$ cat config.mk
export PLATFORM = sky130hd
export DESIGN_NAME = gbp_front_flat
export DESIGN_NICKNAME = d
export VERILOG_FILES = /design/src/rtl/gbp_pkg.sv /design/src/rtl/gbp_if.sv /design/src/rtl/gbp_front.sv /design/src/flat_wrapper.sv
export SDC_FILE = /design/constraint.sdc
export NUM_CORES = 1
export LEC_CHECK = 0
export BUFFER_PORTS_ARGS = -buffer_cell sky130_fd_sc_hd__clkbuf_2
export CAP_MARGIN = 20
export CORE_MARGIN = 4
export CORE_UTILIZATION = 50
export CTS_CLUSTER_SIZE = 8
export DETAILED_ROUTE_END_ITERATION = 6
export GPL_TIMING_DRIVEN = 0
export PLACE_DENSITY = 0.9
export SLEW_MARGIN = 10
export SYNTH_ARGS = -nofsm -noshare
export SYNTH_HDL_FRONTEND = slang
export SYNTH_SLANG_ARGS = --single-unit
$ cat constraint.sdc
create_clock -name clk -period 2 [get_ports clk]
set_clock_uncertainty 0.15 [all_clocks]
set_input_delay 0 -clock clk [delete_from_list [all_inputs] [get_ports clk]]
set_output_delay 0 -clock clk [all_outputs]
set_load 0.02 [all_outputs]
$ cat src/rtl/gbp_pkg.sv
// ----------------------------------------------------------------------------
// gbp_pkg
// Shared types, constants and helpers for the gshare branch predictor.
// ----------------------------------------------------------------------------
package gbp_pkg;

    localparam int HISTORY_BITS  = 16;
    localparam int TABLE_ENTRIES = 65536;   // power of two

    localparam int ADDR_W = 16;
    localparam int CTR_W  = 2;
    localparam int CNT_W  = 32;
    localparam int HIST_W = HISTORY_BITS;
    localparam int IDX_W  = $clog2(TABLE_ENTRIES);
    localparam int RAW_W  = (HIST_W > ADDR_W) ? HIST_W : ADDR_W;

    typedef logic [ADDR_W-1:0] addr_t;
    typedef logic [CTR_W-1:0]  ctr_t;
    typedef logic [CNT_W-1:0]  cnt_t;
    typedef logic [HIST_W-1:0] hist_t;
    typedef logic [IDX_W-1:0]  idx_t;
    typedef logic [RAW_W-1:0]  raw_t;

    localparam ctr_t CTR_MIN      = ctr_t'(0);
    localparam ctr_t CTR_MAX      = ctr_t'(3);
    localparam ctr_t TAKEN_THRESH = ctr_t'(2);
    localparam cnt_t COUNT_MAX    = '1;
    localparam idx_t IDX_LAST     = idx_t'(TABLE_ENTRIES - 1);

    // stage 0 to stage 1
    typedef struct packed {
        logic valid;
        idx_t idx;
        logic taken;
    } issue_t;

    // table clearing sequencer
    typedef struct packed {
        logic busy;
        idx_t addr;
    } clear_t;

    // counter write-back
    typedef struct packed {
        logic we;
        idx_t idx;
        ctr_t ctr;
    } wr_t;

    function automatic cnt_t sat_inc(input cnt_t v);
        return (v == COUNT_MAX) ? v : v + cnt_t'(1);
    endfunction

    function automatic ctr_t ctr_step(input ctr_t c, input logic taken);
        ctr_t r;
        if (taken)
        begin
            r = (c == CTR_MAX) ? c : c + ctr_t'(1);
        end
        else
        begin
            r = (c == CTR_MIN) ? c : c - ctr_t'(1);
        end
        return r;
    endfunction

endpackage

$ cat src/rtl/gbp_if.sv
// ----------------------------------------------------------------------------
// gbp interfaces
// Valid/ready channels: resolved branches in, predictions out, config write.
// ----------------------------------------------------------------------------
interface branch_if;
    import gbp_pkg::*;

    logic  valid;
    logic  ready;
    addr_t branch_address;
    logic  outcome_taken;

    modport source (output valid, branch_address, outcome_taken, input ready);
    modport sink   (input valid, branch_address, outcome_taken, output ready);
endinterface


interface cfg_if;
    logic valid;
    logic ready;
    logic use_history;

    modport source (output valid, use_history, input ready);
    modport sink   (input valid, use_history, output ready);
endinterface

$ cat src/rtl/gbp_front.sv
// ----------------------------------------------------------------------------
// gbp_front
// Input acceptance, global history, table index and post-reset table clear.
// ----------------------------------------------------------------------------
module gbp_front (
    input  logic            clk,
    input  logic            rst_n,
    branch_if.sink          branch,
    cfg_if.sink             cfg,
    input  logic            adv,
    output logic            rd_en,
    output gbp_pkg::idx_t   rd_idx,
    output gbp_pkg::issue_t issue,
    output gbp_pkg::clear_t clr
);
    import gbp_pkg::*;

    logic   use_hist_reg, use_hist_next;
    hist_t  hist_reg, hist_next;
    logic   s1_valid_reg, s1_valid_next;
    idx_t   s1_idx_reg;
    logic   s1_taken_reg;
    logic   clr_busy_reg, clr_busy_next;
    idx_t   clr_addr_reg, clr_addr_next;
    logic   accept;
    raw_t   raw;
    idx_t   idx;

    assign cfg.ready    = 1'b1;
    assign branch.ready = !clr_busy_reg && adv;
    assign accept       = branch.valid && branch.ready;

    assign raw = raw_t'(branch.branch_address) ^ (use_hist_reg ? raw_t'(hist_reg) : '0);
    assign idx = idx_t'(raw);

    assign rd_en  = accept;
    assign rd_idx = idx;

    always_comb
    begin
        use_hist_next = cfg.valid ? cfg.use_history : use_hist_reg;
        hist_next     = accept ? hist_t'({hist_reg, branch.outcome_taken}) : hist_reg;
        s1_valid_next = adv ? accept : s1_valid_reg;
        clr_busy_next = clr_busy_reg && (clr_addr_reg != IDX_LAST);
        clr_addr_next = clr_busy_reg ? clr_addr_reg + idx_t'(1) : clr_addr_reg;
    end

    always_ff @(posedge clk or negedge rst_n)
    begin
        if (!rst_n)
        begin
            use_hist_reg <= 1'b1;
            hist_reg     <= '0;
            s1_valid_reg <= 1'b0;
            clr_busy_reg <= 1'b1;
            clr_addr_reg <= '0;
        end
        else
        begin
            use_hist_reg <= use_hist_next;
            hist_reg     <= hist_next;
            s1_valid_reg <= s1_valid_next;
            clr_busy_reg <= clr_busy_next;
            clr_addr_reg <= clr_addr_next;
        end
    end

    always_ff @(posedge clk)
    begin
        if (accept)
        begin
            s1_idx_reg   <= idx;
            s1_taken_reg <= branch.outcome_taken;
        end
    end

    assign issue.valid = s1_valid_reg;
    assign issue.idx   = s1_idx_reg;
    assign issue.taken = s1_taken_reg;
    assign clr.busy    = clr_busy_reg;
    assign clr.addr    = clr_addr_reg;

    a_no_accept_while_clearing: assert property (@(posedge clk) disable iff (!rst_n)
        clr_busy_reg |-> !branch.ready)
        else $error("branch accepted during table clear");

    a_clear_runs_once: assert property (@(posedge clk) disable iff (!rst_n)
        !clr_busy_reg |=> !clr_busy_reg)
        else $error("table clear restarted");

    a_no_issue_while_clearing: assert property (@(posedge clk) disable iff (!rst_n)
        clr_busy_reg |-> !s1_valid_reg)
        else $error("branch in flight during table clear");

endmodule

$ cat src/flat_wrapper.sv
// flat-port wrapper written by rule: the top's interface ports become plain ports
module gbp_front_flat import gbp_pkg::*;
  (clk, rst_n, adv, rd_en, rd_idx, issue, clr, branch_valid, branch_branch_address, branch_outcome_taken, branch_ready, cfg_valid, cfg_use_history, cfg_ready);
  branch_if branch_i ();
  cfg_if cfg_i ();
  input  logic clk;
  input  logic rst_n;
  input  logic adv;
  output logic rd_en;
  output gbp_pkg::idx_t rd_idx;
  output gbp_pkg::issue_t issue;
  output gbp_pkg::clear_t clr;
  input wire logic [$bits(branch_i.valid)-1:0] branch_valid;
  input wire logic [$bits(branch_i.branch_address)-1:0] branch_branch_address;
  input wire logic [$bits(branch_i.outcome_taken)-1:0] branch_outcome_taken;
  output wire logic [$bits(branch_i.ready)-1:0] branch_ready;
  input wire logic [$bits(cfg_i.valid)-1:0] cfg_valid;
  input wire logic [$bits(cfg_i.use_history)-1:0] cfg_use_history;
  output wire logic [$bits(cfg_i.ready)-1:0] cfg_ready;
  assign branch_i.valid = branch_valid;
  assign branch_i.branch_address = branch_branch_address;
  assign branch_i.outcome_taken = branch_outcome_taken;
  assign branch_ready = branch_i.ready;
  assign cfg_i.valid = cfg_valid;
  assign cfg_i.use_history = cfg_use_history;
  assign cfg_ready = cfg_i.ready;
  gbp_front u_core (.clk(clk), .rst_n(rst_n), .branch(branch_i), .cfg(cfg_i), .adv(adv), .rd_en(rd_en), .rd_idx(rd_idx), .issue(issue), .clr(clr));
endmodule
* Word-level counts from Yosys, hierarchy flattened
Index checks and enable logic that the tools add are counted.
** Cells by class
- $add $sub $neg :: 1
- Equal/unequal tests :: 1
- Mux-type cells :: 1
- Bitwise gates (word level) :: 1
- Reductions and logical operators :: 4
** Operators by type and width (count)
- adder 16 x 1 -> 16 bit (second input constant) :: 1
- two-way mux 16 bit :: 1
- inequality test 16 bit (second input constant) :: 1
- bitwise XOR 16 bit :: 1
- logical AND 1 bit :: 3
- zero test 1 bit :: 1
** Word-level totals
- Bits in registers :: 52
- Output and inout bits :: 54
- Word-level logic and storage cells :: 15

* Logic depth before layout (Yosys ltp)
- Depth in word-level cells :: 3
- Depth in mapped cells :: 5

* Worst setup path after synthesis
No wires, ideal clock.
- Path kind :: flip-flop to flip-flop
- Start :: register u_core.clr_busy_reg
- End :: register u_core.s1_idx_reg[0], enable pin
- Arrival time :: 1427 ps
- Data required time :: 1472 ps
- Slack :: 46 ps
- Cell stages (with the launch flop) :: 6
- Path buffers :: 2
- Period minus slack after synthesis :: 1954 ps
- Cell sequence :: dfstp_2 buf_6 nor2b_4 nand2_4 buf_6 inv_1
** Between the ends
- Word-level cells in the longest chain between the ends :: 3
** RTL lines
- start: declaration :: line gbp_front.sv:23 : logic clr_busy_reg, clr_busy_next;
- start signal: assignment :: line gbp_front.sv:63 : clr_busy_reg <= clr_busy_next;
- zero test 1 bit :: line gbp_front.sv:30 : assign branch.ready = !clr_busy_reg && adv;
- logical AND 1 bit :: line gbp_front.sv:30
- via branch_ready :: line flat_wrapper.sv:16 : output wire logic [$bits(branch_i.ready)-1:0] branch_ready;
- logical AND 1 bit :: line gbp_front.sv:31 : assign accept = branch.valid && branch.ready;
- via rd_en :: line flat_wrapper.sv:9 : output logic rd_en;
- end signal: assignment :: line gbp_front.sv:72 : s1_idx_reg <= idx;
- end: declaration :: line gbp_front.sv:21 : idx_t s1_idx_reg;
The timed path passes the listed nets, and every way through them passes these cells.
A chain may end at the register's enable or synchronous reset.

* Worst setup path in the final report
- Start :: register u_core.clr_busy_reg
- End :: output rd_en
** Between the ends
- Word-level cells in the longest chain between the ends :: 3
** RTL lines (line)
- zero test 1 bit :: gbp_front.sv:30
- logical AND 1 bit :: gbp_front.sv:30
- logical AND 1 bit :: gbp_front.sv:31
- end: declaration :: flat_wrapper.sv:9
No other way between the ends.

==> metrics.txt <==
# TYPE chip_impl_metric gauge
chip_impl_metric{name="h-tree-depth",unit=""} 2
chip_impl_metric{name="wire_per_inst",unit="um"} 16.23
chip_impl_info{name="synth_common_cells",value="33 x dfrtp_1, 20 x nand2_1, 20 x xnor2_1"} 1
chip_impl_metric{name="drt-vias-per-instance",unit=""} 5.053
chip_impl_metric{name="finalWeightedCongestion",unit=""} 0.8306
chip_impl_info{name="r2r-end",value="u_core.s1_idx_reg[4]"} 1
chip_impl_metric{name="timing.critical_path.required",unit="ps"} 1850
chip_impl_metric{name="routed-via-count",unit=""} 1617
chip_impl_metric{name="dp_slack",unit="ps"} 62.81
chip_impl_metric{name="clkSinkCount",unit=""} 52
chip_impl_metric{name="antenna_cells",unit=""} 0
chip_impl_metric{name="multiInputGateArea",unit="um^2"} 823.3
chip_impl_metric{name="min_period_over_period",unit=""} 0.9185
chip_impl_info{name="result_of_the_run",value="complete, no violations"} 1
chip_impl_metric{name="fp.dieW",unit="um"} 75.60
chip_impl_metric{name="synthToLayoutAreaGrowth",unit="%"} 33.41
chip_impl_metric{name="cts_buffers",unit=""} 5
chip_impl_metric{name="ir_drop",unit="V"} 0.0003706
chip_impl_metric{name="clk_path_buf_depth",unit=""} 2
chip_impl_metric{name="setup_viol",unit=""} 0
chip_impl_metric{name="dp.cells",unit=""} 289
chip_impl_info{name="holdCritPathClass",value="primary input to asynchronous set/reset pin"} 1
chip_impl_info{name="crit_type",value="flop to output port"} 1
chip_impl_metric{name="antenna_viol_nets_final",unit=""} 0
chip_impl_metric{name="power_consumption",unit="mW"} 2.760
chip_impl_metric{name="track_usage",unit=""} 0.1884
chip_impl_info{name="rsz_0062_raised_after_global_routing",value="false"} 1
chip_impl_metric{name="tns",unit="ps"} 0
chip_impl_metric{name="clk-insertion-delay-late",unit="ps"} 290
chip_impl_metric{name="r2r_cells",unit=""} 6
chip_impl_metric{name="synthesis.nets",unit=""} 186
chip_impl_metric{name="report.final.hold_viol_count",unit=""} 0
chip_impl_metric{name="synth_area",unit="mm^2"} 0.002285
chip_impl_metric{name="floorplan.die_area",unit="mm^2"} 0.005715
chip_impl_info{name="r2r-start",value="u_core.clr_busy_reg"} 1
chip_impl_metric{name="maximum_number_of_pins_on_one_net_before_global_route_repair",unit=""} 36
chip_impl_metric{name="finalInstanceArea",unit="mm^2"} 0.003048
chip_impl_metric{name="grt_antenna_before_repair",unit=""} 0
chip_impl_metric{name="leakage",unit="nW"} 1.485
chip_impl_metric{name="regToRegSetupSlack",unit="ps"} 180
chip_impl_metric{name="hold_ws",unit="ps"} 191.2
chip_impl_metric{name="dieHeight",unit="um"} 75.60
chip_impl_metric{name="timing.max_slew.rel_slack",unit=""} 0.4246
chip_impl_metric{name="route.detailed.drc",unit=""} 0
chip_impl_metric{name="portBuffers",unit=""} 75
chip_impl_metric{name="final_cells",unit=""} 320
chip_impl_metric{name="design.portCount",unit=""} 77
chip_impl_metric{name="routed_wl",unit="um"} 5195
chip_impl_metric{name="worstMarginPinSlew",unit="ps"} 863.0
chip_impl_info{name="critPathLaunchType",value="flop"} 1
chip_impl_info{name="worst_setup_path_startpoint",value="u_core.clr_busy_reg"} 1
chip_impl_metric{name="seq_area_frac_synth",unit=""} 0.6079
chip_impl_metric{name="number_of_inserted_filler_cells_in_the_final_layout",unit=""} 292
chip_impl_info{name="synth_most_common_cell",value="dfrtp_1"} 1
chip_impl_metric{name="period_minus_slack",unit="ps"} 1837
chip_impl_metric{name="seqCellArea",unit="mm^2"} 0.001389
chip_impl_metric{name="cp_max_fo",unit=""} 10
chip_impl_metric{name="final_nets",unit=""} 291
chip_impl_metric{name="dr.first_iter.drc_count",unit=""} 69
chip_impl_metric{name="first_global_vias",unit=""} 1676
chip_impl_metric{name="timing.fmax",unit="MHz"} 544.4
chip_impl_metric{name="postPlaceCellArea",unit="mm^2"} 0.002725
chip_impl_metric{name="post-synth-top-area-fraction",unit=""} 0.3614
chip_impl_metric{name="ys_ff_latch",unit=""} 52
chip_impl_metric{name="initial_core_util",unit=""} 0.5211
chip_impl_metric{name="grt_first_pass_wirelength",unit="um"} 8107
chip_impl_info{name="synthDominantAreaCellType",value="dfrtp_1"} 1
chip_impl_metric{name="synthDistinctLibCells",unit=""} 28
chip_impl_metric{name="grt_overflow",unit=""} 0
chip_impl_metric{name="synthCells",unit=""} 162
chip_impl_metric{name="critical_path_arrival",unit="ps"} 1690
chip_impl_metric{name="core_area",unit="mm^2"} 0.004384
chip_impl_metric{name="postSynth.asyncResetShare",unit=""} 0.6731
chip_impl_metric{name="place_hpwl",unit="um"} 3282
chip_impl_info{name="clock-root-buffer",value="clkbuf_8"} 1
chip_impl_metric{name="cap_viol_max_count",unit=""} 0
chip_impl_metric{name="synth_enable_flop_cells",unit=""} 17
chip_impl_metric{name="drt_first_pass_iters",unit=""} 4
chip_impl_metric{name="placementRows",unit=""} 24
chip_impl_metric{name="power_density",unit="mW/mm^2"} 905.7
chip_impl_metric{name="syn_avg_cell_area",unit="um^2"} 14.10
chip_impl_info{name="tritoncts",value="built"} 1
chip_impl_info{name="synth_top_flop_cell",value="dfrtp_1"} 1
chip_impl_metric{name="post_route_cells_drive_above_1_share",unit=""} 0.4627
chip_impl_metric{name="ys.warnings.count",unit=""} 0
chip_impl_info{name="worst_setup_path_end_kind",value="output port"} 1
chip_impl_metric{name="final_critical_path_setup_slack",unit="ps"} 163.0
chip_impl_metric{name="finalCoreUtilization",unit=""} 0.6952
chip_impl_metric{name="report.final.slew_viol_count",unit=""} 0
chip_impl_metric{name="path_clk_slew",unit="ps"} 90
chip_impl_info{name="dominant_cells_by_area_after_synthesis",value="dfrtp_1 36%, edfxtp_1 22%, xnor2_1 7.7%"} 1
-- power by group --
part	switching, mW	internal, mW	leakage (nW)
combinational	0.417	0.340	0.829
clock	0.327	0.245	0.0412
sequential	0.128	1.30	0.615
total	0.872	1.89	1.48
-- cell type report --
type / instances / area share
timing repair buffer: 99 / 0.2003
multi-input combinational: 99 / 0.2701
sequential: 52 / 0.4557
buffer: 7 / 0.01970
clock inverter: 2 / 0.004105
inverter: 3 / 0.004926
clock buffer: 6 / 0.02381
tap: 52 / 0.02135
-- routing by layer --
| layer | up-vias | global-route usage | wire, um |
|---|---|---|---|
| li1 | 757 | - | - |
| met4 | 0 | 0.06019 | 67 |
| met5 | - | 0 | 0 |
| met1 | 780 | 0.2416 | 2150 |
| met3 | 7 | 0.04222 | 478 |
| met2 | 73 | 0.3183 | 2499 |
-- cell usage in the layout (no fill, tap or decap), types with 3 or more instances in the layout --
cell	n
xnor2_1	20
dlygate4sd3_1	22
nor2_1	3
edfxtp_1	17
buf_4	7
dfrtp_1	33
clkbuf_8	5
nor4_2	5
clkbuf_2	75
mux2_2	15
nand2_1	20
nand3_1	5
mux2_4	3
xor2_1	11
nor3_1	3
-- kinds of logic (layout without fill, tap and decap cells) --
logic type | count (synthesis) | count (layout) | synth area share
flops | 52 | 52 | 0.6079
mux | 18 | 18 | 0.09365
compound gates | 1 | 1 | 0.002188
other cells | 1 | 1 | 0.001641
buf+inv | 11 | 117 | 0.03176
simple gates | 47 | 47 | 0.1385
xor+xnor | 31 | 31 | 0.1188
fa+ha+maj | 1 | 1 | 0.005476
-- what timing repair did --
item	in CTS	in global routing
hold buffers	22	0
setup buffers	2	0
endpoints found under the setup margin	5	10
resized for setup	2	0
endpoints found under the hold margin	60	0
-- how the worst max path moves through the flow --
stage	endpoint	slack, ps	depth (start not counted)
floorplan	u_core.s1_idx_reg[0]	50	5
global placement	u_core.s1_taken_reg	90	5
detailed placement	u_core.s1_taken_reg	60	5
CTS	rd_idx[6]	20	5
global route	rd_idx[6]	80	4
finish	rd_en	160	6
-- critical path: stages, from the launching register on --
cell        delay, ps
dfstp_2           540
buf_6             150
nor2b_4            60
nand2_4           130
buf_6             180
clkinvlp_4        150
clkbuf_2          180
Power figures use the tool's default switching activity.
