`src/rtl/gbp_pkg.sv`:
```
// ----------------------------------------------------------------------------
// gbp_pkg
// Shared types, constants and helpers for the gshare branch predictor.
// ----------------------------------------------------------------------------
package gbp_pkg;

    localparam int HISTORY_BITS  = 16;
    localparam int TABLE_ENTRIES = 65536;   // power of two

    localparam int ADDR_W = 16;
    localparam int CTR_W  = 2;
    localparam int CNT_W  = 32;
    localparam int HIST_W = HISTORY_BITS;
    localparam int IDX_W  = $clog2(TABLE_ENTRIES);
    localparam int RAW_W  = (HIST_W > ADDR_W) ? HIST_W : ADDR_W;

    typedef logic [ADDR_W-1:0] addr_t;
    typedef logic [CTR_W-1:0]  ctr_t;
    typedef logic [CNT_W-1:0]  cnt_t;
    typedef logic [HIST_W-1:0] hist_t;
    typedef logic [IDX_W-1:0]  idx_t;
    typedef logic [RAW_W-1:0]  raw_t;

    localparam ctr_t CTR_MIN      = ctr_t'(0);
    localparam ctr_t CTR_MAX      = ctr_t'(3);
    localparam ctr_t TAKEN_THRESH = ctr_t'(2);
    localparam cnt_t COUNT_MAX    = '1;
    localparam idx_t IDX_LAST     = idx_t'(TABLE_ENTRIES - 1);

    // stage 0 to stage 1
    typedef struct packed {
        logic valid;
        idx_t idx;
        logic taken;
    } issue_t;

    // table clearing sequencer
    typedef struct packed {
        logic busy;
        idx_t addr;
    } clear_t;

    // counter write-back
    typedef struct packed {
        logic we;
        idx_t idx;
        ctr_t ctr;
    } wr_t;

    function automatic cnt_t sat_inc(input cnt_t v);
        return (v == COUNT_MAX) ? v : v + cnt_t'(1);
    endfunction

    function automatic ctr_t ctr_step(input ctr_t c, input logic taken);
        ctr_t r;
        if (taken)
        begin
            r = (c == CTR_MAX) ? c : c + ctr_t'(1);
        end
        else
        begin
            r = (c == CTR_MIN) ? c : c - ctr_t'(1);
        end
        return r;
    endfunction

endpackage

```
`src/rtl/gbp_if.sv`:
```


interface result_if;
    import gbp_pkg::*;

    logic valid;
    logic ready;
    logic predicted_taken;
    logic prediction_correct;
    cnt_t branches_seen;
    cnt_t branches_taken;
    cnt_t predictions_right;

    modport source (output valid, predicted_taken, prediction_correct, branches_seen,
                    branches_taken, predictions_right, input ready);
    modport sink   (input valid, predicted_taken, prediction_correct, branches_seen,
                    branches_taken, predictions_right, output ready);
endinterface


```
`src/rtl/gbp_update.sv`:
```
// ----------------------------------------------------------------------------
// gbp_update
// Prediction, counter update with write forwarding, statistics, output word.
// ----------------------------------------------------------------------------
module gbp_update (
    input  logic            clk,
    input  logic            rst_n,
    input  gbp_pkg::issue_t issue,
    input  gbp_pkg::ctr_t   rd_ctr,
    result_if.source        result,
    output logic            adv,
    output gbp_pkg::wr_t    wr
);
    import gbp_pkg::*;

    logic   out_valid_reg, out_valid_next;
    logic   pred_reg;
    logic   right_reg;
    cnt_t   seen_reg, seen_next;
    cnt_t   taken_reg, taken_next;
    cnt_t   correct_reg, correct_next;
    logic   fwd_valid_reg, fwd_valid_next;
    idx_t   fwd_idx_reg;
    ctr_t   fwd_ctr_reg;
    logic   go;
    ctr_t   ctr_cur;
    ctr_t   ctr_new;
    logic   pred;
    logic   right;

    assign adv = !out_valid_reg || result.ready;
    assign go  = issue.valid && adv;

    // write in the same edge as the read returns old data
    assign ctr_cur = (fwd_valid_reg && (fwd_idx_reg == issue.idx)) ? fwd_ctr_reg : rd_ctr;
    assign pred    = (ctr_cur >= TAKEN_THRESH);
    assign right   = (pred == issue.taken);
    assign ctr_new = ctr_step(ctr_cur, issue.taken);

    assign wr.we  = go;
    assign wr.idx = issue.idx;
    assign wr.ctr = ctr_new;

    always_comb
    begin
        out_valid_next = go ? 1'b1 : (result.ready ? 1'b0 : out_valid_reg);
        fwd_valid_next = fwd_valid_reg || go;
        seen_next      = seen_reg;
        taken_next     = taken_reg;
        correct_next   = correct_reg;
        if (go)
        begin
            seen_next = sat_inc(seen_reg);
            if (issue.taken)
            begin
                taken_next = sat_inc(taken_reg);
            end
            if (right)
            begin
                correct_next = sat_inc(correct_reg);
            end
        end
    end

    always_ff @(posedge clk or negedge rst_n)
    begin
        if (!rst_n)
        begin
            out_valid_reg <= 1'b0;
            fwd_valid_reg <= 1'b0;
            seen_reg      <= '0;
            taken_reg     <= '0;
            correct_reg   <= '0;
        end
        else
        begin
            out_valid_reg <= out_valid_next;
            fwd_valid_reg <= fwd_valid_next;
            seen_reg      <= seen_next;
            taken_reg     <= taken_next;
            correct_reg   <= correct_next;
        end
    end

    always_ff @(posedge clk)
    begin
        if (go)
        begin
            pred_reg    <= pred;
            right_reg   <= right;
            fwd_idx_reg <= issue.idx;
            fwd_ctr_reg <= ctr_new;
        end
    end

    assign result.valid              = out_valid_reg;
    assign result.predicted_taken    = pred_reg;
    assign result.prediction_correct = right_reg;
    assign result.branches_seen      = seen_reg;
    assign result.branches_taken     = taken_reg;
    assign result.predictions_right  = correct_reg;

    a_taken_le_seen: assert property (@(posedge clk) disable iff (!rst_n)
        taken_reg <= seen_reg)
        else $error("taken count exceeds branch count");

    a_correct_le_seen: assert property (@(posedge clk) disable iff (!rst_n)
        correct_reg <= seen_reg)
        else $error("correct count exceeds branch count");

    a_stall_holds_counts: assert property (@(posedge clk) disable iff (!rst_n)
        (out_valid_reg && !result.ready) |=> $stable(seen_reg))
        else $error("statistics moved while output word stalled");

endmodule

```
`src/flat_wrapper.sv`:
```
// flat-port wrapper written by rule: the top's interface ports become plain ports
module gbp_update_flat import gbp_pkg::*;
  (clk, rst_n, issue, rd_ctr, adv, wr, result_valid, result_predicted_taken, result_prediction_correct, result_branches_seen, result_branches_taken, result_predictions_right, result_ready);
  result_if result_i ();
  input  logic clk;
  input  logic rst_n;
  input  gbp_pkg::issue_t issue;
  input  gbp_pkg::ctr_t rd_ctr;
  output logic adv;
  output gbp_pkg::wr_t wr;
  output wire logic [$bits(result_i.valid)-1:0] result_valid;
  output wire logic [$bits(result_i.predicted_taken)-1:0] result_predicted_taken;
  output wire logic [$bits(result_i.prediction_correct)-1:0] result_prediction_correct;
  output wire logic [$bits(result_i.branches_seen)-1:0] result_branches_seen;
  output wire logic [$bits(result_i.branches_taken)-1:0] result_branches_taken;
  output wire logic [$bits(result_i.predictions_right)-1:0] result_predictions_right;
  input wire logic [$bits(result_i.ready)-1:0] result_ready;
  assign result_valid = result_i.valid;
  assign result_predicted_taken = result_i.predicted_taken;
  assign result_prediction_correct = result_i.prediction_correct;
  assign result_branches_seen = result_i.branches_seen;
  assign result_branches_taken = result_i.branches_taken;
  assign result_predictions_right = result_i.predictions_right;
  assign result_i.ready = result_ready;
  gbp_update u_core (.clk(clk), .rst_n(rst_n), .issue(issue), .rd_ctr(rd_ctr), .result(result_i), .adv(adv), .wr(wr));
endmodule
```
`config.mk`:
```
export PLATFORM = sky130hd
export DESIGN_NAME = gbp_update_flat
export DESIGN_NICKNAME = d
export VERILOG_FILES = /design/src/rtl/gbp_pkg.sv /design/src/rtl/gbp_if.sv /design/src/rtl/gbp_update.sv /design/src/flat_wrapper.sv
export SDC_FILE = /design/constraint.sdc
export NUM_CORES = 1
export LEC_CHECK = 0
export ABC_CLOCK_PERIOD_IN_PS = 1900
export BUFFER_PORTS_ARGS = -buffer_cell sky130_fd_sc_hd__buf_2
export CAP_MARGIN = 20
export CORE_UTILIZATION = 24
export DETAILED_ROUTE_END_ITERATION = 12
export PLACE_DENSITY = 0.51
export SLEW_MARGIN = 20
export SYNTH_ARGS = -nofsm -noshare
export SYNTH_HDL_FRONTEND = slang
export SYNTH_SLANG_ARGS = --single-unit
export TNS_END_PERCENT = 5
```
`constraint.sdc`:
```
create_clock -name clk -period 1.9 [get_ports clk]
set_input_delay 0.19 -clock clk [delete_from_list [all_inputs] [get_ports clk]]
set_output_delay 0.19 -clock clk [all_outputs]
set_load 0.02 [all_outputs]
```
# ---- Yosys cells after proc, flatten, opt, wreduce, memory -nomap -nowiden
# Index checks and enable logic that the tools add are counted.
# W data, S select, Z words.
dict set report totals {
  input_bits 23
  ff_bits 118
}
dict set report classes {
  mux 6
  n_eq_ne 6
  n_reduce_logical 10
  addsub 5
  bitwise 3
  magnitude_cmp 1
}
# op n
set ops {}
lappend ops {{$add A32 B1 Y32 const B} 3}
lappend ops {{$eq A32 B32 Y1 const B} 3}
lappend ops {{$eq A16 B16 Y1} 1}
lappend ops {{$mux W2} 4}
lappend ops {{$reduce_and A3 Y1} 2}
lappend ops {{$not A1 Y1} 3}
lappend ops {{$add A2 B1 Y2 const B} 1}
lappend ops {{$eq A2 B2 Y1 const B} 1}
lappend ops {{$ge A2 B2 Y1 const B} 1}
lappend ops {{$logic_and A1 B1 Y1} 2}
lappend ops {{$logic_not A2 Y1} 1}
lappend ops {{$logic_or A1 B1 Y1} 2}
lappend ops {{$mux W1} 2}
lappend ops {{$reduce_and A2 Y1} 1}
lappend ops {{$reduce_bool A2 Y1} 1}
lappend ops {{$sub A2 B1 Y2 const B} 1}
lappend ops {{$eq A1 B1 Y1} 1}
lappend ops {{$logic_not A1 Y1} 1}

# ---- Longest topological paths before layout
# Gate-level depths: netlist of the first run.
dict set report logic_depth {
  ltp_word 6
  ltp_mapped 9
}

# ---- Worst setup path after synthesis of the first run
# OpenSTA, ideal clock, no wires.
dict set report synth_path {
  path_type {reg2reg}
  start {register u_core.out_valid_reg, in the netlist u_core.result.valid}
  end {register u_core.correct_reg[1], in the netlist u_core.result.predictions_right[1]}
  setup_time_ns 0.125
  setup_slack_ns -0.327
  synth_period_minus_slack_ns 2.227
  path_buffers 1
  arrival_time_ns 2.102
  stages_incl_launch_ff 10
  required_ns 1.775
  path_cell_list {dfrtp_1 nand2b_4 nand2_1 inv_2 and3_1 o211a_1 a211oi_2 buf_6 nor2_2 mux2_4}
}
dict set report synth_between {
  elab_chain_len 4
}
# element line
set synth_rtl {}
lappend synth_rtl {{start, declared} gbp_update.sv:16} ;# logic out_valid_reg, out_valid_next;
lappend synth_rtl {{start signal, assigned} gbp_update.sv:77} ;# out_valid_reg <= out_valid_next;
lappend synth_rtl {{$logic_not A1 Y1} gbp_update.sv:31} ;# assign adv = !out_valid_reg || result.ready;
lappend synth_rtl {{$logic_or A1 B1 Y1} gbp_update.sv:31}
lappend synth_rtl {{named net adv} flat_wrapper.sv:9} ;# output logic adv;
lappend synth_rtl {{$logic_and A1 B1 Y1} gbp_update.sv:32} ;# assign go = issue.valid && adv;
lappend synth_rtl {{named net u_core.go} gbp_update.sv:25} ;# logic go;
lappend synth_rtl {{$reduce_and A3 Y1 (no line)} -}
lappend synth_rtl {{end signal, assigned} gbp_update.sv:81} ;# correct_reg <= correct_next;
lappend synth_rtl {{end, declared} gbp_update.sv:21} ;# cnt_t correct_reg, correct_next;
# The timed path passes the listed nets, and every way through them passes these cells.
# A chain may end at the register's enable or synchronous reset.

==> flow_summary.ini, run 1 <==
[timing]
drv_slew = 0
max_freq_mhz = 386
fin_crit_sh = 1.36
post-route-min-period_ps = 2590
hold_violations = 0
maxSlewHeadroom = 0.747
fin_tns_setup_ps = -12980
fin_worst_skew_ps = 9.61
setup_viol_count_final = 38
setup_ws_ps = -688
rsz0062_at_grt = yes
worstMarginPinSlew_ps = 379

[clocking]
cts.reportedPaths.clkPinSlew_ps = 50
numCtsBuffers = 17
clk_path_buf_depth = 2
clock-sinks = 118
clock_latency_ps = 400
cts_root_buf = clkbuf_16
cts_tree = built
h-tree-depth = 4

[pwr]
cellInternalPower_mw = 5.42
p_seq_frac = 0.388
p_comb_frac = 0.209
powerDensity_mw_per_mm2 = 905
power_mw = 7.70
p_leak_nw = 4.08
power_switching_mw = 2.28
p_clk_frac = 0.403
netSwitchingFraction = 0.296
ir_drop_v = 0.000650

[floorplan]
core_sq_mm = 0.0229
std_cell_rows = 55
ios = 142
design.die.area_sq_mm = 0.0242
fp.dieH_um = 156
die_x_um = 156
start_util = 0.247

[drt]
drc = 0
viasPerCell = 4.20
detail_route.iter0.violations = 205
vias = 4549
wl_per_cell_um = 13.3
firstDrtPassIters = 5
ant_nets = 0
routed_wl_um = 14400

[logic_synthesis]
ys_top_cells_by_count = dfrtp_1, xnor2_1, xor2_1, nand2_1, nand3_1
syn_area_per_cell_sq_um = 11.4
ys_types = 51
synth_top_flop_cell = dfrtp_1
synth_nets = 522
postSynthCellCount = 496
yosys.area.top_type_share = 0.433
yosys.cell_count.top_type = dfrtp_1
synth_edf_count = 20
post-synth-top-area-cell = dfrtp_1
synth_warnings = 0
async_flop_share = 0.831
ys_ff_latch = 118
synth_area_sq_mm = 0.00567
synth.area.top_cells = dfrtp_1, edfxtp_1, xnor2_1, xor2_1, nand4_1
ys_seq_area_frac = 0.539

[outcome]
outcome = finished, violations left
violations = negative setup slack

[grt]
grtUsageTotal = 0.122
grt_pass1_wl_um = 23200
grt_overflow = 0
grt_pass1_vias = 4483
antenna_found_initial = 0
grt_max_degree = 27

[final_layout]
fin_util = 0.371
finalNetCount = 783
drive_above_1_share = 0.481
antenna_cells = 0
fillers = 2314
areaGrowthSynthToFinish_pct = 50.0

[setup_path]
cp-end-kind = primary output
crit_type = reg2out
critPathMaxFanout = 4
cp.arrival_ps = 2400
crit_required_ps = 1710
start_kind = register

[hold_path]
min_path_type = in2reg

[run]
drv_cap = 0

[place]
portBuffers = 141
dp_hpwl_um = 10700
place_congestion = 0.746
[layer usage]
metal / part of all wire / global-route usage / vias to the layer above
met5: 0 / 0 / -
met4: 0.012 / 0.0392 / 0
met3: 0.049 / 0.0325 / 9
met2: 0.42 / 0.179 / 100
met1: 0.51 / 0.174 / 2192
li1: - / - / 2248
[cell usage in the layout (no fill, tap or decap), types with 3 or more instances in the layout]
master	n
buf_2	139
buf_4	118
dfrtp_1	94
xnor2_1	64
xor2_1	45
nand2_1	35
nand3_1	33
nand4_1	30
nor2_1	21
edfxtp_1	20
clkbuf_16	17
nor3_2	15
inv_1	13
nor4_2	10
and3_1	10
nor3_4	8
buf_6	7
and4_1	6
nor3_1	6
and3_4	4
dfrtp_2	4
nor4_4	3
and2_4	3
and2_1	3
ha_1	3
clkinv_2	3
clkbuf_8	3
inv_4	3
dlygate4sd3_1	3
[stage by stage]
| step | instance area (sq um) | hold slack, ps | setup WS (ps) | std cells |
|---|---|---|---|---|
| after floorplan | 5700 | -106 | -134 | 496 |
| after global placement | 7550 | 145 | -340 | 1044 |
| after detailed placement | 7550 | 146 | -389 | 1044 |
| after CTS | 8340 | 0.264 | -753 | 1081 |
| after global routing | 8500 | 0.296 | -813 | 1083 |
| final | 8500 | 23.2 | -688 | 1083 |
[power groups by stage]
stage          Clock, mW  Combinational (mW)  Sequential [mW]
6_report            3.10                1.61             2.99
5_1_grt             3.31                1.74             3.01
4_1_cts             3.19                1.61             2.98
3_5_place_dp           0                1.58             3.03
3_3_place_gp           0                1.58             3.02
2_1_floorplan          0               0.485             3.37
[cell families after synthesis]
group / after synthesis / share of synthesized area
fa+ha+maj: 5 / 0.0102
compound gates: 9 / 0.0141
simple gates: 208 / 0.215
buf+inv: 41 / 0.0415
flops: 118 / 0.539
mux: 6 / 0.0124
xor+xnor: 109 / 0.168
[worst paths after layout]
path,start,end,slack [ps],cells after the start
worst max-delay path,u_core.fwd_idx_reg[2]$_DFFE_PP_,wr[0],-690,8
worst min-delay path,issue[7],u_core.fwd_idx_reg[6]$_DFFE_PP_,20,1
worst max register to register,u_core.fwd_idx_reg[2]$_DFFE_PP_,u_core.result.predictions_right[13]$_DFFE_PN0P_,-410,11
worst min register to register,u_core.result.predictions_right[26]$_DFFE_PN0P_,u_core.result.predictions_right[26]$_DFFE_PN0P_,480,1
max in group asynchronous,rst_n,u_core.result.branches_seen[17]$_DFFE_PN0P_,950,3
min in group asynchronous,rst_n,u_core.result.branches_taken[27]$_DFFE_PN0P_,260,2
[area by class of cell]
class                           instances  area (sq um)  area share
Timing Repair Buffer                  269          1730       0.204
Tap cell                              313           392      0.0461
Inverter                               14          60.1     0.00707
Clock buffer                           21           470      0.0554
Multi-Input combinational cell        337          2690       0.317
Sequential cell                       118          3060       0.360
Clock inverter                         11          96.3      0.0113
[worst max-delay path: stages (launching register included)]
cell      delay, ps
edfxtp_1        380
xnor2_1         150
nand4_1         170
nor4_4          230
buf_4           170
nand2_4          70
mux2_4          330
maj3_2          320
buf_2           170
[timing repair]
item	4_1_cts	5_1_grt
gates resized for setup	36	30
hold buffers	2	1
setup buffers	3	1
pin swaps	14	15
hold endpoints to repair	23	1
endpoints found under the setup margin	46	79
Note: power is estimated with default switching activity, not from simulation.
==> run 2: changes to the inputs <==
--- a/config.mk
+++ b/config.mk
@@ -8,9 +8,9 @@
 export ABC_CLOCK_PERIOD_IN_PS = 1900
 export BUFFER_PORTS_ARGS = -buffer_cell sky130_fd_sc_hd__buf_2
 export CAP_MARGIN = 20
-export CORE_UTILIZATION = 24
+export CORE_UTILIZATION = 48
 export DETAILED_ROUTE_END_ITERATION = 12
-export PLACE_DENSITY = 0.51
+export PLACE_DENSITY = 0.83
 export SLEW_MARGIN = 20
 export SYNTH_ARGS = -nofsm -noshare
 export SYNTH_HDL_FRONTEND = slang
==> run 2 against run 1 <==
The flow still finishes with violations (negative setup slack). Core utilization rose by 32 points. Flip-flop and latch count did not move. Register-to-register slack got worse by 250 ps. Maximum frequency rose by 1.1%. Power rose by 0.84%. Wire length fell by 3.9%. Largest cell class unchanged. Highest routed layer unchanged. Critical path depth rose by 4. Largest power group unchanged. Die area fell by 49%. Non-clock buffer count fell by 30. First-iteration DRC count rose by 22%. Worst setup slack improved by 28 ps.
==> flow_summary.ini, run 2 (synthesis gave the netlist of run 1 again) <==
[outcome]
outcome = finished, violations left
violations = negative setup slack

[grt]
grt_pass1_vias = 4638
antenna_found_initial = 0
grt_overflow = 0
grt_pass1_wl_um = 22400
grt_max_degree = 56
grtUsageTotal = 0.229

[final_layout]
mostFrequentLayoutCells = buf_2, dfrtp_1, buf_4
fillers = 792
register_area_sq_mm = 0.00306
fin_util = 0.687
drive_above_1_share = 0.408
areaGrowthSynthToFinish_pct = 38.9
layout_commonest_cell = buf_2
fin_cells = 883
finalNetCount = 753
multiInputGateArea_sq_mm = 0.00246
antenna_cells = 0

[floorplan]
design.die.area_sq_mm = 0.0122
die_x_um = 111
core_sq_mm = 0.0115
fp.dieH_um = 111
std_cell_rows = 39
ios = 142
start_util = 0.494

[setup_path]
cpMostUsedCell = buf_4
cp_slowest_cell = edfxtp_1
crit_buf_inv = 5
start_kind = register
crit_path_cell_trace = xnor2_1, nand4_1, nor4_4, nand2_2, buf_4, buf_6, buf_4, a211oi_4, buf_4, clkbuf_16, nor3_1, xor2_1
cp-end-kind = register
slowest_delay_ps = 370
critPathMaxFanout = 15
cp.arrival_ps = 2840
critical_path.top_delay_family = buffers and inverters
crit_required_ps = 2180
crit_type = reg2reg

[place]
dp_hpwl_um = 9540
placedCellCount = 833
portBuffers = 141
place_congestion = 0.850

[timing]
setup_ws_ps = -660
max_freq_mhz = 391
post-route-min-period_ps = 2560
hold_violations = 0
worstMarginPinSlew_ps = 369
fin_crit_sh = 1.35
maxSlewHeadroom = 0.752
drv_slew = 0
fin_tns_setup_ps = -20410
setup_viol_count_final = 37
fin_worst_skew_ps = 5.40
rsz0062_at_grt = yes

[clocking]
clock_latency_ps = 420
h-tree-depth = 4
cts_root_buf = clkbuf_16
cts.reportedPaths.clkPinSlew_ps = 50
clk_path_buf_depth = 2
cts_tree = built
numCtsBuffers = 17
clock-sinks = 118

[pwr]
powerDensity_mw_per_mm2 = 986
power_mw = 7.76
p_comb_frac = 0.191
cellInternalPower_mw = 5.61
p_seq_frac = 0.388
p_clk_frac = 0.420
netSwitchingFraction = 0.277
power_switching_mw = 2.15
p_leak_nw = 3.89
ir_drop_v = 0.000666

[drt]
ant_nets = 0
viasPerCell = 5.30
vias = 4676
detail_route.iter0.violations = 250
wl_per_cell_um = 15.7
firstDrtPassIters = 6
routed_wl_um = 13800
drc = 0

[run]
drv_cap = 0

[hold_path]
min_path_type = in2reg
run 2: cell count changes in the layout (fill, tap and decap cells not counted), moves of 5 or more:
cell      change
nor4_1        +8
nor3_4        -7
buf_4        -30
buf_6         -6
nor3_1       +17
nor3_2       -10
clkinv_1      +5
nor4_2        -8
run 2: final cells by class:
type | instances | area share
Clock buffer | 18 | 0.0545
Clock inverter | 14 | 0.0208
Inverter | 14 | 0.00763
Multi-Input combinational cell | 337 | 0.313
Sequential cell | 118 | 0.388
Tap cell | 143 | 0.0227
Timing Repair Buffer | 239 | 0.193
run 2: repair_timing:
item	4_1_cts	5_1_grt
endpoints found under the setup margin	56	75
endpoints found under the hold margin	28	0
setup buffers	4	6
pin swaps	7	5
hold buffers	6	0
gates cloned	0	2
gates resized for setup	3	13
run 2: worst paths after layout:
check,endpoint,depth (start not counted),startpoint,slack [ps]
min in group asynchronous,u_core.result.branches_seen[16]$_DFFE_PN0P_,2,rst_n,220
max in group asynchronous,u_core.result.predictions_right[4]$_DFFE_PN0P_,3,rst_n,1070
hold reg to reg,u_core.result.predictions_right[4]$_DFFE_PN0P_,1,u_core.result.predictions_right[4]$_DFFE_PN0P_,480
setup reg to reg,u_core.result.predictions_right[11]$_DFFE_PN0P_,12,u_core.fwd_idx_reg[0]$_DFFE_PP_,-660
setup / recovery,u_core.result.predictions_right[11]$_DFFE_PN0P_,12,u_core.fwd_idx_reg[0]$_DFFE_PP_,-660
hold / removal,u_core.result.valid$_DFFE_PN0P_,2,issue[17],20
run 2: per-layer routing:
layer,GRT usage,share of wire,vias to the layer above
li1,-,-,2189
met1,0.290,0.42,2313
met2,0.364,0.51,150
met3,0.0705,0.056,24
met4,0.0969,0.017,0
met5,0,0,-
run 2: per-stage QoR:
stage / hold slack, ps / setup WS [ps] / instance area [sq um]
after CTS: 4.95 / -674 / 7740
after detailed placement: 117 / -327 / 7030
final: 24.0 / -660 / 7870
after global routing: 17.0 / -773 / 7870
after global placement: 104 / -244 / 7030
after floorplan: -106 / -134 / 5700
run 2: power groups by stage:
stage	sequential, mW	combinational (mW)	clock [mW]
finish	3.01	1.49	3.26
global route	3.04	1.60	3.40
CTS	3.01	1.46	3.30
detailed placement	3.05	1.44	0
global placement	3.03	1.40	0
floorplan	3.37	0.485	0
==> run 3: changes to the inputs <==
--- a/config.mk
+++ b/config.mk
@@ -11,6 +11,7 @@
 export CORE_UTILIZATION = 48
 export DETAILED_ROUTE_END_ITERATION = 12
 export PLACE_DENSITY = 0.83
+export SKIP_CTS_REPAIR_TIMING = 1
 export SLEW_MARGIN = 20
 export SYNTH_ARGS = -nofsm -noshare
 export SYNTH_HDL_FRONTEND = slang
==> run 3 against run 2 <==
The run still ends with negative setup slack left. Design area rose by 0.91%. Combinational power about the same. Sequential share of layout area decreased by 0.35 points. Register-to-register slack better by 90 ps. Core utilization is 0.62 points higher. Worst hold slack got worse by 15 ps. Via count is 0.26% lower. Largest power group unchanged. Maximum frequency down 0.94%. Clock-buffer cell count did not move. Largest cell class unchanged. First-iteration DRC count grew 25%.
==> flow_summary.ini, run 3 (synthesis gave the netlist of run 1 again) <==
[timing]
max_freq_mhz = 387
hold_violations = 0
setup_viol_count_final = 38
fin_crit_sh = 1.36
setup_ws_ps = -684
rsz0062_at_grt = yes
post-route-min-period_ps = 2580
maxSlewHeadroom = 0.752
drv_slew = 0
worstMarginPinSlew_ps = 369
fin_tns_setup_ps = -16670
fin_worst_skew_ps = 5.59

[floorplan]
start_util = 0.494
fp.dieH_um = 111
core_sq_mm = 0.0115
ios = 142
std_cell_rows = 39
design.die.area_sq_mm = 0.0122
die_x_um = 111

[drt]
drc = 0
routed_wl_um = 14200
wl_per_cell_um = 16.1
ant_nets = 0
viasPerCell = 5.31
firstDrtPassIters = 4
detail_route.iter0.violations = 312
vias = 4664

[grt]
grt_pass1_vias = 4601
grtUsageMet1 = 0.283
gr-usage-met3 = 0.0689
busiest_layer = met2
grt_max_degree = 56
grt_pass1_wl_um = 22000
use_met2 = 0.358
antenna_found_initial = 0
grt_overflow = 0
grtUsageTotal = 0.224

[pwr]
cellInternalPower_mw = 5.62
p_seq_frac = 0.388
netSwitchingFraction = 0.278
powerDensity_mw_per_mm2 = 979
p_clk_frac = 0.419
ir_drop_v = 0.000698
p_leak_nw = 3.91
p_comb_frac = 0.193
power_switching_mw = 2.16

[clocking]
clk_path_buf_depth = 2
clock_latency_ps = 420
clock-sinks = 118
cts.reportedPaths.clkPinSlew_ps = 50
numCtsBuffers = 17
cts_tree = built
cts_root_buf = clkbuf_16
h-tree-depth = 4

[outcome]
violations = negative setup slack
outcome = finished, violations left

[place]
dp_hpwl_um = 9540
place_congestion = 0.850
dpl_cell_area_sq_mm = 0.00703
portBuffers = 141

[setup_path]
critical_path.top_delay_family = simple AND/OR/NAND/NOR gates
crit_path_cell_trace = xnor2_1, nand4_1, nor4_4, nand2_2, mux2_4, maj3_2, buf_6
start_kind = register
critPathMaxFanout = 4
cp-end-kind = primary output
cp.arrival_ps = 2390
slowest_delay_ps = 390
crit_type = reg2out
crit_buf_inv = 1
crit_required_ps = 1710
cp_slowest_cell = edfxtp_1

[final_layout]
mostFrequentLayoutCells = buf_2, dfrtp_1, buf_4
multiInputGateArea_sq_mm = 0.00253
layout_commonest_cell = buf_2
fin_util = 0.693
finalNetCount = 749
drive_above_1_share = 0.416
antenna_cells = 0
areaGrowthSynthToFinish_pct = 40.2
register_area_sq_mm = 0.00306
fillers = 770
post-route-cell-area_sq_mm = 0.00795

[hold_path]
min_path_type = in2reg

[run]
drv_cap = 0
==> run 3: cell types whose count changed in the layout (fill, tap and decap cells not counted), moves of 2 or more <==
cell	before	now
buf_12	2	4
nor4_1	8	1
buf_4	88	84
nor4_4	3	6
buf_2	140	138
nor4_2	2	6
==> run 3: per-layer routing <==
metal | up-vias | part of all wire
met3 | 22 | 0.048
met4 | 0 | 0.017
li1 | 2178 | -
met2 | 144 | 0.51
met5 | - | 0
met1 | 2320 | 0.42
==> run 3: cell type report <==
class                           instances  share of cell area
Timing Repair Buffer                  235               0.192
Sequential cell                       118               0.385
Inverter                               14             0.00756
Clock buffer                           18              0.0540
Clock inverter                         14              0.0206
Multi-Input combinational cell        337               0.319
Tap cell                              143              0.0225
==> run 3: metrics by stage <==
stage	worst slack (ps)	power (mW)	std cells	hold slack [ps]
2_1_floorplan	-134	3.85	496	-106
3_3_place_gp	-244	4.43	833	104
3_5_place_dp	-327	4.50	833	117
4_1_cts	-764	7.76	865	-338
5_1_grt	-818	8.06	879	3.67
6_report	-684	7.78	879	9.29
==> run 3: power groups by stage <==
stage                     combinational [mW]  sequential, mW  clock [mW]
after CTS                               1.45            3.01        3.30
final                                   1.50            3.02        3.26
after global routing                    1.62            3.04        3.40
after floorplan                        0.485            3.37           0
after detailed placement                1.44            3.05           0
after global placement                  1.40            3.03           0
==> run 3: worst paths after layout <==
check                                                                    start                                             end  slack (ps)  depth (start not counted)
min in group asynchronous                                                rst_n     u_core.result.branches_seen[18]$_DFFE_PN0P_         230                          2
worst min-delay path                                                  issue[9]                 u_core.fwd_idx_reg[8]$_DFFE_PP_           9                          1
worst max-delay path                          u_core.fwd_idx_reg[11]$_DFFE_PP_                                           wr[1]        -680                          7
worst max register to register                u_core.fwd_idx_reg[11]$_DFFE_PP_  u_core.result.predictions_right[1]$_DFFE_PN0P_        -570                         10
max in group asynchronous                                                rst_n  u_core.result.predictions_right[4]$_DFFE_PN0P_        1070                          3
worst min register to register  u_core.result.predictions_right[4]$_DFFE_PN0P_  u_core.result.predictions_right[4]$_DFFE_PN0P_         470                          1
==> run 3: worst register-to-register path, delay by kind of cell, from the launching register on <==
kind                   cells  cell delay, ps
XOR/XNOR                   1             170
flip-flops                 1             390
AND/OR/NAND/NOR            4             690
buffers and inverters      3             480
multiplexers               1             290
AO/OA/AOI/OAI              1             360
